### config.mk
export PLATFORM = sky130hd
export DESIGN_NAME = adc_scan_moving_average_top
export DESIGN_NICKNAME = d
export VERILOG_FILES = /design/src/hdl/asma_pkg.sv /design/src/hdl/adc_scan_moving_average_top.sv /design/src/hdl/asma_sched.sv /design/src/hdl/asma_window.sv
export SDC_FILE = /design/constraint.sdc
export NUM_CORES = 2
export LEC_CHECK = 0
export BUFFER_PORTS_ARGS = -buffer_cell sky130_fd_sc_hd__buf_2
export CAP_MARGIN = 20
export CORE_MARGIN = 2
export CORE_UTILIZATION = 50
export CTS_CLUSTER_DIAMETER = 150
export DETAILED_ROUTE_END_ITERATION = 10
export PLACE_DENSITY = 0.66
export RECOVER_POWER = 25
export SLEW_MARGIN = 20
export SYNTH_ARGS = -nofsm -noshare
export SYNTH_HDL_FRONTEND = slang
export SYNTH_SLANG_ARGS = --single-unit
### constraint.sdc
create_clock -name clk -period 10.95 [get_ports clk]
set_input_delay 2.19 -clock clk [delete_from_list [all_inputs] [get_ports clk]]
set_output_delay 2.19 -clock clk [all_outputs]
set_load 0.05 [all_outputs]
### src/hdl/asma_pkg.sv
// shared types, sizes and constants for the scanned adc moving average block
// no dependencies; imported by every module in hdl/
package asma_pkg;

  // sizes
  localparam int NUM_SLOTS   = 8;
  localparam int WINDOW      = 8;
  localparam int SAMPLE_BITS = 12;

  localparam int SLOT_W    = $clog2(NUM_SLOTS);
  localparam int PTR_W     = $clog2(WINDOW);
  localparam int ADDR_W    = SLOT_W + PTR_W;
  localparam int MEM_DEPTH = NUM_SLOTS * WINDOW;
  localparam int SUM_W     = SAMPLE_BITS + PTR_W;
  localparam int CHAN_W    = 4;
  localparam int CFG_W     = 16;
  localparam int CFG_IDX_W = 1;
  localparam int ADC_PER_W = 16;
  localparam int BLK_PER_W = 8;

  // register indexes
  localparam logic [CFG_IDX_W-1:0] REG_ADC_PERIOD   = 1'd0;
  localparam logic [CFG_IDX_W-1:0] REG_BLINK_PERIOD = 1'd1;

  // register reset values
  localparam logic [ADC_PER_W-1:0] ADC_PERIOD_RST   = 16'd2;
  localparam logic [BLK_PER_W-1:0] BLINK_PERIOD_RST = 8'd100;

  // largest window sum
  localparam logic [SUM_W-1:0] SUM_MAX = SUM_W'(WINDOW * ((1 << SAMPLE_BITS) - 1));

  // scan order: slot to analog channel
  localparam logic [CHAN_W-1:0] SLOT_CHANNEL [16] = '{
    4'd0, 4'd1, 4'd4, 4'd5, 4'd6, 4'd7, 4'd8, 4'd9,
    4'd2, 4'd3, 4'd10, 4'd11, 4'd12, 4'd13, 4'd14, 4'd15
  };

  function automatic logic [CHAN_W-1:0] chan_of(input logic [SLOT_W-1:0] slot);
    logic [3:0] idx;
    idx = 4'(slot);
    return SLOT_CHANNEL[idx];
  endfunction

  // one tick after the counters, waiting for the store read
  typedef struct packed {
    logic                   taken;
    logic [SLOT_W-1:0]      slot;
    logic [PTR_W-1:0]       ptr;
    logic [SAMPLE_BITS-1:0] sample;
    logic [CHAN_W-1:0]      next_ch;
    logic                   level;
    logic                   pulse;
  } tick_t;

  // finished result word
  typedef struct packed {
    logic                   taken;
    logic [CHAN_W-1:0]      done;
    logic [SAMPLE_BITS-1:0] avg;
    logic [CHAN_W-1:0]      next_ch;
    logic                   level;
    logic                   pulse;
  } result_t;

endpackage

### src/hdl/adc_scan_moving_average_top.sv
// top level of the scanned adc moving average: handshakes and output register
// depends on asma_pkg, asma_sched and asma_window
// an accepted word passes through the first pipeline register, then the output register
// throughput: one word per cycle while the output is not stalled; the store read for a tick is issued as it is taken
// a stalled output holds the whole two-stage pipeline, input ready falls with it
// reset (synchronous, active high) clears counters, pointers, sums and store flags
// at once; adc_period resets to 2 and blink_period to 100
module adc_scan_moving_average_top
  import asma_pkg::*;
(
  input  logic                   clk,
  input  logic                   rst,
  input  logic                   in_valid,
  output logic                   in_ready,
  input  logic [SAMPLE_BITS-1:0] adc_sample,
  output logic                   out_valid,
  input  logic                   out_ready,
  output logic                   sample_taken,
  output logic [CHAN_W-1:0]      channel_done,
  output logic [SAMPLE_BITS-1:0] channel_average,
  output logic [CHAN_W-1:0]      next_channel,
  output logic                   status_level,
  output logic                   blink_pulse,
  input  logic                   cfg_we,
  input  logic [CFG_IDX_W-1:0]   cfg_index,
  input  logic [CFG_W-1:0]       cfg_data
);

  logic              adv;
  logic [ADDR_W-1:0] rd_addr;
  logic              s1_valid;
  tick_t             s1;
  result_t           res;

  // pipeline moves whenever the output register is free or being taken
  assign adv      = !out_valid || out_ready;
  assign in_ready = adv;

  asma_sched u_sched (
    .clk        (clk),
    .rst        (rst),
    .adv        (adv),
    .in_valid   (in_valid),
    .adc_sample (adc_sample),
    .cfg_we     (cfg_we),
    .cfg_index  (cfg_index),
    .cfg_data   (cfg_data),
    .rd_addr    (rd_addr),
    .s1_valid   (s1_valid),
    .s1         (s1)
  );

  asma_window u_window (
    .clk      (clk),
    .rst      (rst),
    .adv      (adv),
    .rd_addr  (rd_addr),
    .s1_valid (s1_valid),
    .s1       (s1),
    .res      (res)
  );

  // output register
  always_ff @(posedge clk) begin
    if (rst) begin
      out_valid <= 1'b0;
    end else if (adv) begin
      out_valid <= s1_valid;
    end
  end

  always_ff @(posedge clk) begin
    if (adv && s1_valid) begin
      sample_taken    <= res.taken;
      channel_done    <= res.done;
      channel_average <= res.avg;
      next_channel    <= res.next_ch;
      status_level    <= res.level;
      blink_pulse     <= res.pulse;
    end
  end

endmodule

### src/hdl/asma_sched.sv
// tick scheduler: config registers, blink and scan counters, ring pointers
// depends on asma_pkg; feeds the first pipeline register and the store read address
module asma_sched
  import asma_pkg::*;
(
  input  logic                   clk,
  input  logic                   rst,
  input  logic                   adv,
  input  logic                   in_valid,
  input  logic [SAMPLE_BITS-1:0] adc_sample,
  input  logic                   cfg_we,
  input  logic [CFG_IDX_W-1:0]   cfg_index,
  input  logic [CFG_W-1:0]       cfg_data,
  output logic [ADDR_W-1:0]      rd_addr,
  output logic                   s1_valid,
  output tick_t                  s1
);

  logic [ADC_PER_W-1:0] adc_period;
  logic [BLK_PER_W-1:0] blink_period;
  logic [BLK_PER_W-1:0] blink_count;
  logic [ADC_PER_W-1:0] scan_count;
  logic [SLOT_W-1:0]    scan_slot;
  logic [PTR_W-1:0]     ring_ptr [NUM_SLOTS];
  logic                 level_bit;

  logic [BLK_PER_W-1:0] blink_inc;
  logic [ADC_PER_W-1:0] scan_inc;
  logic                 blink_hit;
  logic                 scan_hit;
  logic [PTR_W-1:0]     cur_ptr;
  logic [PTR_W-1:0]     ptr_next;
  logic [SLOT_W-1:0]    slot_wrap;
  logic [SLOT_W-1:0]    scan_slot_next;
  logic                 accept;

  assign accept = adv && in_valid;

  // counter compares, counters wrap at their widths first
  assign blink_inc = blink_count + 1'b1;
  assign scan_inc  = scan_count + 1'b1;
  assign blink_hit = (blink_inc >= blink_period);
  assign scan_hit  = (scan_inc >= adc_period);

  // ring pointer advances before the write
  assign cur_ptr  = ring_ptr[scan_slot];
  assign ptr_next = (cur_ptr == PTR_W'(WINDOW - 1)) ? '0 : cur_ptr + 1'b1;

  assign slot_wrap      = (scan_slot == SLOT_W'(NUM_SLOTS - 1)) ? '0 : scan_slot + 1'b1;
  assign scan_slot_next = scan_hit ? slot_wrap : scan_slot;

  assign rd_addr = {scan_slot, ptr_next};

  // config registers
  always_ff @(posedge clk) begin
    if (rst) begin
      adc_period   <= ADC_PERIOD_RST;
      blink_period <= BLINK_PERIOD_RST;
    end else if (cfg_we) begin
      case (cfg_index)
        REG_ADC_PERIOD:   adc_period   <= cfg_data[ADC_PER_W-1:0];
        REG_BLINK_PERIOD: blink_period <= cfg_data[BLK_PER_W-1:0];
        default: ;
      endcase
    end
  end

  // counters, scan position and ring pointers
  always_ff @(posedge clk) begin
    if (rst) begin
      blink_count <= '0;
      scan_count  <= '0;
      scan_slot   <= '0;
      level_bit   <= 1'b0;
      for (int i = 0; i < NUM_SLOTS; i++) begin
        ring_ptr[i] <= '0;
      end
    end else if (accept) begin
      blink_count <= blink_hit ? '0 : blink_inc;
      scan_count  <= scan_hit ? '0 : scan_inc;
      level_bit   <= level_bit ^ blink_hit;
      scan_slot   <= scan_slot_next;
      if (scan_hit) begin
        ring_ptr[scan_slot] <= ptr_next;
      end
    end
  end

  // first pipeline register
  always_ff @(posedge clk) begin
    if (rst) begin
      s1_valid <= 1'b0;
    end else if (adv) begin
      s1_valid <= in_valid;
    end
  end

  always_ff @(posedge clk) begin
    if (accept) begin
      s1.taken   <= scan_hit;
      s1.slot    <= scan_slot;
      s1.ptr     <= ptr_next;
      s1.sample  <= adc_sample;
      s1.next_ch <= chan_of(scan_slot_next);
      s1.level   <= level_bit ^ blink_hit;
      s1.pulse   <= blink_hit;
    end
  end

endmodule

### src/hdl/asma_window.sv
// sample store, per-slot running sums and the average of one slot
// depends on asma_pkg; read address comes from asma_sched as the tick enters the first pipeline register
module asma_window
  import asma_pkg::*;
(
  input  logic              clk,
  input  logic              rst,
  input  logic              adv,
  input  logic [ADDR_W-1:0] rd_addr,
  input  logic              s1_valid,
  input  tick_t             s1,
  output result_t           res
);

  logic [SAMPLE_BITS-1:0] mem [MEM_DEPTH];
  logic [MEM_DEPTH-1:0]   entry_valid;
  logic [SUM_W-1:0]       slot_sum [NUM_SLOTS];
  logic [SAMPLE_BITS-1:0] rd_data;
  logic                   rd_valid;

  logic [ADDR_W-1:0]      wr_addr;
  logic                   wr_en;
  logic [SAMPLE_BITS-1:0] old_sample;
  logic [SUM_W-1:0]       sum_next;

  assign wr_addr = {s1.slot, s1.ptr};
  assign wr_en   = adv && s1_valid && s1.taken;

  // an entry never written reads as zero
  assign old_sample = rd_valid ? rd_data : '0;

  // drop the overwritten sample, add the new one
  assign sum_next = slot_sum[s1.slot] - SUM_W'(old_sample) + SUM_W'(s1.sample);

  // sample memory, registered read
  always_ff @(posedge clk) begin
    if (adv) begin
      rd_data <= mem[rd_addr];
    end
    if (wr_en) begin
      mem[wr_addr] <= s1.sample;
    end
  end

  // written flags and running sums
  always_ff @(posedge clk) begin
    if (rst) begin
      entry_valid <= '0;
      rd_valid    <= 1'b0;
      for (int i = 0; i < NUM_SLOTS; i++) begin
        slot_sum[i] <= '0;
      end
    end else begin
      if (adv) begin
        rd_valid <= entry_valid[rd_addr];
      end
      if (wr_en) begin
        entry_valid[wr_addr] <= 1'b1;
        slot_sum[s1.slot]    <= sum_next;
      end
    end
  end

  // result word
  always_comb begin
    res.taken   = s1.taken;
    res.done    = s1.taken ? chan_of(s1.slot) : '0;
    res.avg     = s1.taken ? SAMPLE_BITS'(sum_next / SUM_W'(WINDOW)) : '0;
    res.next_ch = s1.next_ch;
    res.level   = s1.level;
    res.pulse   = s1.pulse;
  end

  // a written entry is marked for later reads
  assert property (@(posedge clk) disable iff (rst)
    wr_en |=> entry_valid[$past(wr_addr)])
    else $error("store entry not marked after write");

  // running sum stays within the window range
  assert property (@(posedge clk) disable iff (rst)
    wr_en |-> (sum_next <= SUM_MAX))
    else $error("window sum out of range");

  // no sample means empty channel and average
  assert property (@(posedge clk) disable iff (rst)
    (s1_valid && !s1.taken) |-> (res.done == '0 && res.avg == '0))
    else $error("result fields set without a sample");

endmodule
==> results.toml <==
[synth]
ys_top_cells_by_area = "edfxtp_1, mux4_2, dfxtp_1"
syn-num-nets = 2638
synthesis.area_um2 = 44100
synth_edf_count = 972
synth_top_flop_cell = "edfxtp_1"
synth_area_per_cell_um2 = 17.4
syn-instance-count = 2543
yosysUniqueCellTypes = 56
synth_common_cells = "edfxtp_1, nor2_1, mux4_2, dfxtp_1, a22oi_1"
synth.most_common_cell = "edfxtp_1"
synth_seq_cells = 1097
yosys.area.top_type = "edfxtp_1"
yosysSeqAreaShare = 0.718
ys_warn_count = 0
async_flop_share = 0
synth_top_area_share = 0.661

[clock_tree]
insertion_delay_ns = 0.69
cts_resized = 0
h-tree-depth = 3
cts_made_buffers = 110
root_buffer = "clkbuf_16"
clk_pin_slew_worst_paths_ns = 0.06
post_cts_buffers = 0
cts_buffer_depth = 3
clkSinkCount = 1097
cts-hold-fix-buffers = 0
cts_tree = "yes"

[routing]
post_drt_wl_per_cell_um = 28.2
wl_um = 110000
first_pass_iters = 6
routed-via-count = 23784
viasPerCell = 6.12
ant_nets = 0
drc = 0
drt-initial-drc-count = 2993

[sta]
rsz0062_at_grt = "no"
relSlewSlack = -1.48
hold_violations = 0
fin_crit_sh = 0.619
fin_ws_ns = 4.17
worst_slew_pin_slew_ns = 3.72
setup_viol = 0
clock_skew_ns = 0.0242
drv_slew = 710
fmax_mhz = 147
fin_tns_setup_ns = 0
min_period_ns = 6.78

[place]
place_congestion = 0.958
numPortBuffers = 58
hpwl_um = 68900
place_ws_ns = 4.49
dpl_cell_area_um2 = 45700

[worst_setup_path]
required_ns = 11.33
crit_arrival_ns = 7.16
worstSetupPathDepth = 14
start_kind = "flip-flop"
path_cells = "clkbuf_1 -> inv_1 -> fa_1 -> inv_1 -> ha_1 -> a21o_1 -> a21oi_1 -> o21ai_0 -> a211o_1 -> a31oi_1 -> o21bai_1 -> a21oi_1 -> xor2_1 -> nor2_1"
slowest_stage = "clkbuf_1"
crit_fanout = 65
path_class = "flip-flop to flip-flop"
crit_buf_inv = 3
critPathTopFamily = "buffers and inverters"
end_kind = "flip-flop"
cp_slowest_stage_delay_ns = 2.42
reg2reg_depth = 14

[finish]
multi_input_area_um2 = 11700
fin_util = 0.567
seqCellArea_um2 = 31700
finalInstanceArea_um2 = 49400
fillers = 6581
n_antenna_cell = 0
area_growth_pct = 11.8
drive_gt1_frac = 0.209
nets = 2731

[floorplan]
initial_core_util = 0.507
die_w_um = 301
num_io_pins = 59
core_area_um2 = 87200
die_y_um = 301
die-area_um2 = 90700
placementRows = 108

[power]
ir_worst_vdd_mv = 0.147
p_seq_frac = 0.489
p_clk_frac = 0.392
p_switching_uw = 2360
internal_power_uw = 7180
pwr-share-comb = 0.119
p_total_uw = 9540
switching_share = 0.248
power.density_nw_per_um2 = 193
power.leakage_uw = 0.0165

[grt]
grt_overflow_total = 0
grt_pass1_vias = 23899
track_usage = 0.245
grt_pass1_wl_um = 161000
grt_max_degree = 135
antenna_found_initial = 1

[outcome]
violations = "max-capacitance violations, max-slew violations"
outcome = "finished with violations"

[worst_hold_path]
min-delay-path-class = "flip-flop to flip-flop"
hold_depth = 0

[job]
max-cap-violations = 14
-- worst paths after layout --
kind / start / to / slack (ns)
hold / removal: u_sched.s1[0] / blink_pulse / 0.42
setup / recovery: u_sched.s1[7] / u_window.slot_sum[6][9] / 4.17
hold reg to reg: u_sched.s1[0] / blink_pulse / 0.42
setup reg to reg: u_sched.s1[7] / u_window.slot_sum[6][9] / 4.17
-- kinds of logic after synthesis --
family | count (synthesis) | synth area share
AOI/OAI and AO/OA | 223 | 0.0352
xor gates and xnor gates | 34 | 0.00675
adders and majority gates | 61 | 0.0193
buffers and inverters | 202 | 0.0219
DFF | 1097 | 0.718
muxes | 265 | 0.131
and+or+nand+nor | 661 | 0.0680
-- metrics by stage --
stage	cells	hold WS [ns]
floorplan	2543	0.400
global placement	3672	0.412
detailed placement	3678	0.408
CTS	3888	0.422
global route	3889	0.423
finish	3889	0.419
-- layer usage --
metal	vias to the layer above	part of all wire	track usage	wire length [um]
li1	10108	-	-	-
met1	12293	0.39	0.331	43200
met2	1142	0.47	0.385	51600
met3	241	0.090	0.0583	9830
met4	0	0.047	0.0997	5170
met5	-	0	0	0
-- power groups by stage --
stage	Clock, uW	Sequential, uW	Combinational, uW
6_report	3740	4670	1140
5_1_grt	3950	4670	1210
4_1_cts	3780	4660	1130
3_5_place_dp	0	4750	1130
3_3_place_gp	0	4740	1110
2_1_floorplan	0	4780	699
-- worst register-to-register path: stages, from the launching register on --
cell and delay (ns):
edfxtp_1 0.32, clkbuf_1 2.42, inv_1 0.33, fa_1 0.71
inv_1 0.05, ha_1 0.26, a21o_1 0.18, a21oi_1 0.21
o21ai_0 0.16, a211o_1 0.35, a31oi_1 0.34, o21bai_1 0.12
a21oi_1 0.19, xor2_1 0.77, nor2_1 0.10
-- area by class of cell --
class / instances / share of cell area
Sequential cell: 1097 / 0.642
Multi-Input combinational cell: 1244 / 0.236
Clock buffer: 166 / 0.0647
Tap cell: 1155 / 0.0293
Timing Repair Buffer: 109 / 0.0134
Clock inverter: 44 / 0.00897
Inverter: 74 / 0.00563
-- cell usage in the layout, fill, tap and decap left out, types with 31 or more instances in the layout --
master	n
edfxtp_1	972
buf_2	57
nor2_2	55
clkbuf_1	50
mux4_2	225
a21oi_1	49
and3_1	31
nand2_1	96
inv_1	73
a22oi_1	98
dfxtp_1	124
ha_1	48
clkbuf_16	111
nor2_1	306
-- sequential cells by signal, indices dropped and copies added, names as in the netlist, 8 cells and up, named ones only --
name,flops
u_sched.blink_count,8
u_window.rd_data,12
u_sched.scan_count,16
u_window.entry_valid,64
u_window.slot_sum,120
channel_average,12
u_window.mem,768
u_sched.adc_period,16
u_sched.ring_ptr,24
u_sched.blink_period,8
u_sched.s1,25
Note: power is estimated with default switching activity, not from simulation.
